### config.mk
export PLATFORM = sky130hd
export DESIGN_NAME = bpph_ctrl
export DESIGN_NICKNAME = d
export VERILOG_FILES = /design/src/rtl/bpph_pkg.sv /design/src/rtl/bpph_ctrl.sv
export SDC_FILE = /design/constraint.sdc
export NUM_CORES = 1
export LEC_CHECK = 0
export ABC_AREA = 1
export BUFFER_PORTS_ARGS = -buffer_cell sky130_fd_sc_hd__buf_2
export CORE_AREA = 2 2 39 41
export DETAILED_ROUTE_END_ITERATION = 10
export DIE_AREA = 0 0 41 43
export SLEW_MARGIN = 25
export SYNTH_ARGS = -nofsm -noshare
export SYNTH_HDL_FRONTEND = slang
export SYNTH_SLANG_ARGS = --single-unit
### constraint.sdc
create_clock -name clk -period 2.2 [get_ports clk]
set_input_delay 0.22 -clock clk [delete_from_list [all_inputs] [get_ports clk]]
set_output_delay 0.22 -clock clk [all_outputs]
set_load 0.05 [all_outputs]
### src/rtl/bpph_pkg.sv
// Shared types and constants for the pair presence histogram.
// No dependencies.
package bpph_pkg;

    localparam int OUT_W   = 20;
    localparam int GROUP_W = 4;
    localparam int CODE_W  = 2;

    localparam logic       FUNC_ACCUM  = 1'b0;
    localparam logic       FUNC_READ   = 1'b1;
    localparam logic [1:0] OBS_ABSENT  = 2'd0;
    localparam logic [1:0] OBS_PRESENT = 2'd1;

    typedef enum logic [1:0] {
        ST_CLEAR,
        ST_IDLE,
        ST_UPDATE
    } bpph_state_t;

    typedef struct packed {
        logic clear_wr;
        logic capture;
        logic commit;
    } bpph_cmd_t;

    typedef struct packed {
        logic clear_last;
        logic out_free;
    } bpph_status_t;

endpackage

### src/rtl/bpph_ctrl.sv
// Sequencer for the pair presence histogram: table clear, capture, update.
// Depends on bpph_pkg.
module bpph_ctrl
    import bpph_pkg::*;
(
    input  logic         clk,
    input  logic         rst_n,
    input  logic         item_valid,
    output logic         item_ready,
    input  bpph_status_t status,
    output bpph_cmd_t    cmd
);

    bpph_state_t state_reg;
    bpph_state_t state_next;

    always_ff @(posedge clk or negedge rst_n)
    begin
        if (!rst_n)
        begin
            state_reg <= ST_CLEAR;
        end
        else
        begin
            state_reg <= state_next;
        end
    end

    always_comb
    begin
        state_next = state_reg;
        unique case (state_reg)
            ST_CLEAR:
            begin
                if (status.clear_last)
                begin
                    state_next = ST_IDLE;
                end
            end
            ST_IDLE:
            begin
                if (item_valid)
                begin
                    state_next = ST_UPDATE;
                end
            end
            ST_UPDATE:
            begin
                if (status.out_free)
                begin
                    state_next = ST_IDLE;
                end
            end
            default:
            begin
                state_next = ST_CLEAR;
            end
        endcase
    end

    always_comb
    begin
        item_ready   = (state_reg == ST_IDLE);
        cmd.clear_wr = (state_reg == ST_CLEAR);
        cmd.capture  = (state_reg == ST_IDLE) && item_valid;
        cmd.commit   = (state_reg == ST_UPDATE) && status.out_free;
    end

endmodule

; ---- Word-level counts from Yosys, hierarchy flattened
; Index checks and enable logic that the tools add are counted.
[op_classes]
eq_ne = 5
n_reduce_logical = 4
muxes = 4
[ops]
columns = cell, n
row1 = 2-bit two-way mux, 3
row2 = "2-bit inequality test, second input constant", 3
row3 = 2-bit one-hot mux with 3 select lines, 1
row4 = 3-bit AND reduction, 1
row5 = "2-bit by 1-bit equality test with 1-bit output, second input constant", 1
row6 = "2-bit equality test, second input constant", 1
row7 = 1-bit logical AND, 2
row8 = 2-bit zero test, 1
[totals]
wordCells = 14
regBits = 2

; ---- Longest topological paths before layout
[logic_depth]
ltp_word = 3
mapped_depth = 4
ltp_nobuf = 4

; ---- Worst setup path after synthesis
; Ideal clock, no wire load.
[synth_path]
path_kind = register to output
startpoint = register state_reg[0]
endpoint = output cmd[0] (netlist name)
path_buffers = 0
setup_slack_ns = 0.471
t_arrival_ns = 1.509
required_ns = 1.980
stages_incl_launch_ff = 2
cell_sequence = dfrtp_1 nor3_1
[synth_rtl]
columns = item, line_no
row1 = from (decl), bpph_ctrl.sv:14  ; bpph_state_t state_reg;
row2 = from (signal assigned), bpph_ctrl.sv:25  ; state_reg <= state_next;
row3 = to (decl), bpph_ctrl.sv:11  ; output bpph_cmd_t cmd

==> impl_metrics.yaml <==
detailed_routing:
  drtAntennaViolNets: 0
  firstDrtPassIters: 4
  wire_per_inst_um: 7.04
  via_count: 150
  postRouteWirelength_um: 324
  drt-vias-per-instance: 3.26
  drcViolationCount: 0
  drt_iter0_drc: 2
yosys:
  synth_seq_cells: 2
  yosys.cell_types.count: 9
  synth.yosys.seq_area_share: 0.417
  synth_fp_nets: 23
  synth.yosys.warnings: 0
  synth_area_per_cell_um2: 6.67
  syn-cell-area_um2: 120
  synthesis.instances: 18
hold_path:
  holdCritPathClass: "in -> async"
timing:
  setup_repair_after_global_routing_missed_its_margin: "false"
  skew_ns: 0.00182
  relSlewSlack: 0.836
  finalHoldViolations: 0
  worst-slew-pin-transition_ns: 0.248
  max_fclk_ghz: 0.727
  fin_tns_setup_ns: 0
  finalWorstPathRequiredPeriod_ns: 1.38
  fin_crit_sh: 0.625
  number_of_slew_limit_violations_in_the_final_report: 0
  setup_viol_count_final: 0
  setup_ws_ns: 0.825
clock_network:
  clkLatencyLatePin_ns: 0.22
  cts-buffers-inserted: 3
  clock_transition_at_the_registers_of_the_reported_paths_ns: 0.03
  clock_sink_count: 2
  clock_tree.root_cell: "sky130_fd_sc_hd__clkbuf_4"
  cts_tree: "yes"
  cts.path.max_buffers: 2
  ctsHtreeMaxLevel: 1
placed_design:
  pre_cts_slack_ns: 1.06
  dpl.hpwl_um: 248
  io_buffer_count: 8
  routability_driven_placement_congestion_ratio: 0.578
die:
  fp-row-count: 14
  initial_core_util: 0.0868
  die_h_um: 43
  die_w_um: 41
  pin_count: 9
  fp.dieArea_um2: 1760
  placeableCoreArea_um2: 1380
setup_path:
  crit_path_start_kind: "flip-flop"
  path_class: "reg -> out"
  rr_endpoint: "state_reg[0]$_DFFE_PN0P_"
  arrival_ns: 1.16
  critical_path.max_stage_delay_ns: 0.39
  cp_slowest_cell: "sky130_fd_sc_hd__dfrtp_1"
  cp_data_required_time_ns: 1.98
  timing.critical_path.buf_inv: 2
  r2r-start: "state_reg[0]$_DFFE_PN0P_"
  critPathCaptureType: "primary output"
  slack_of_the_worst_reg_to_reg_path_ns: 1.35
  crit_path_cells: "inv_1, nand2_1, nor2_1, buf_2"
  worstRegToRegCells: 4
  crit_fanout: 3
  cp_top_family: "flip-flops"
finish:
  final_net_count: 37
  layout-area-overhead-vs-synth_pct: 77.1
  mostFrequentLayoutCell: "sky130_fd_sc_hd__buf_2"
  antenna-diode-count: 0
  largest_register_ffs: 2
  final_layout_size_suffix_gt1_frac: 0.400
  most-common-layout-cells: "sky130_fd_sc_hd__buf_2 (8), sky130_fd_sc_hd__inv_1 (6), sky130_fd_sc_hd__nand2_1 (3), sky130_fd_sc_hd__clkbuf_4 (3)"
power:
  comb_pwr_share: 0.585
  max-vdd-ir-drop_mv: 0.218
  p_int_mw: 0.167
  netSwitchingPower_mw: 0.212
  cellLeakagePower_nw: 0.128
  power.share.clock: 0.216
  power_frac_seq: 0.200
  power-per-cell-area_nw_per_um2: 1780
  switching_share_of_total_power: 0.560
global_route:
  number_of_global_route_vias_before_repair: 155
  grt_max_degree: 6
  globalRoute.totalOverflow: 0
  grt_util_all_layers: 0.0552
  initial_antenna_violation_count: 0
  grt_pass1_wl_um: 531
flow_run:
  max_cap_violations: 0
status:
  status: "completed"
[cells by family after synthesis]
family | Yosys count | share of synthesized area
AOI/OAI and AO/OA | 1 | 0.0416
buffers and inverters | 6 | 0.187
DFF | 2 | 0.417
and+or+nand+nor | 9 | 0.354
[worst max-delay path by stage]
stage                             startpoint     end  slack (ns)  cells past startpoint
global route        state_reg[1]$_DFFE_PN0P_  cmd[1]        0.72                      4
detailed placement  state_reg[1]$_DFFE_PN0P_  cmd[1]        1.06                      4
finish              state_reg[1]$_DFFE_PN0P_  cmd[1]        0.82                      4
global placement    state_reg[1]$_DFFE_PN0P_  cmd[1]        1.08                      4
CTS                 state_reg[1]$_DFFE_PN0P_  cmd[1]        0.81                      4
floorplan           state_reg[0]$_DFFE_PN0P_  cmd[0]        0.47                      1
[cells in the mapped netlist]
library cell / instances / area (µm²)
sky130_fd_sc_hd__inv_1: 6 / 22.5
sky130_fd_sc_hd__dfrtp_1: 2 / 50.1
sky130_fd_sc_hd__o21ai_0: 1 / 5.00
sky130_fd_sc_hd__nand2_1: 3 / 11.3
sky130_fd_sc_hd__nand3_1: 2 / 10.0
sky130_fd_sc_hd__nand4_1: 1 / 6.26
sky130_fd_sc_hd__nor2_2: 1 / 6.26
sky130_fd_sc_hd__nor2_1: 1 / 3.75
sky130_fd_sc_hd__nor3_1: 1 / 5.00
[area by class of cell]
cell class | count | area, µm²
fill | 165 | 1170
sequential | 2 | 50.0
timing repair buffer | 9 | 50.0
multi-input combinational | 10 | 47.5
clock buffer | 3 | 22.5
inverter | 6 | 22.5
tap | 16 | 20.0
[power groups by stage]
stage	clock, mW	combinational (mW)	sequential, mW
global route	0.0858	0.240	0.0784
global placement	0	0.220	0.0751
CTS	0.0872	0.224	0.0751
detailed placement	0	0.222	0.0757
finish	0.0816	0.221	0.0755
floorplan	0	0.178	0.0724
[stage by stage]
step	hold WS [ns]	total power, mW	std cells	utilization	cell area [µm²]
2_1_floorplan	-0.0756	0.250	18	-	120
3_3_place_gp	0.00539	0.295	42	0.130	180
3_5_place_dp	0.00648	0.298	42	0.130	180
4_1_cts	0.312	0.386	46	0.154	213
5_1_grt	0.342	0.404	46	0.154	213
6_report	0.310	0.378	46	0.154	213
[what timing repair did]
action	in CTS	in global routing
hold buffers	1	0
gates resized for setup	0	0
endpoints found under the hold margin	2	0
setup buffers	0	0
[per-layer routing]
metal / part of all wire / GRT usage
met5: 0 / 0
met4: 0.037 / 0.100
met3: 0.099 / 0.0314
met2: 0.52 / 0.0656
met1: 0.33 / 0.0418
(Power assumes the default switching activity.)
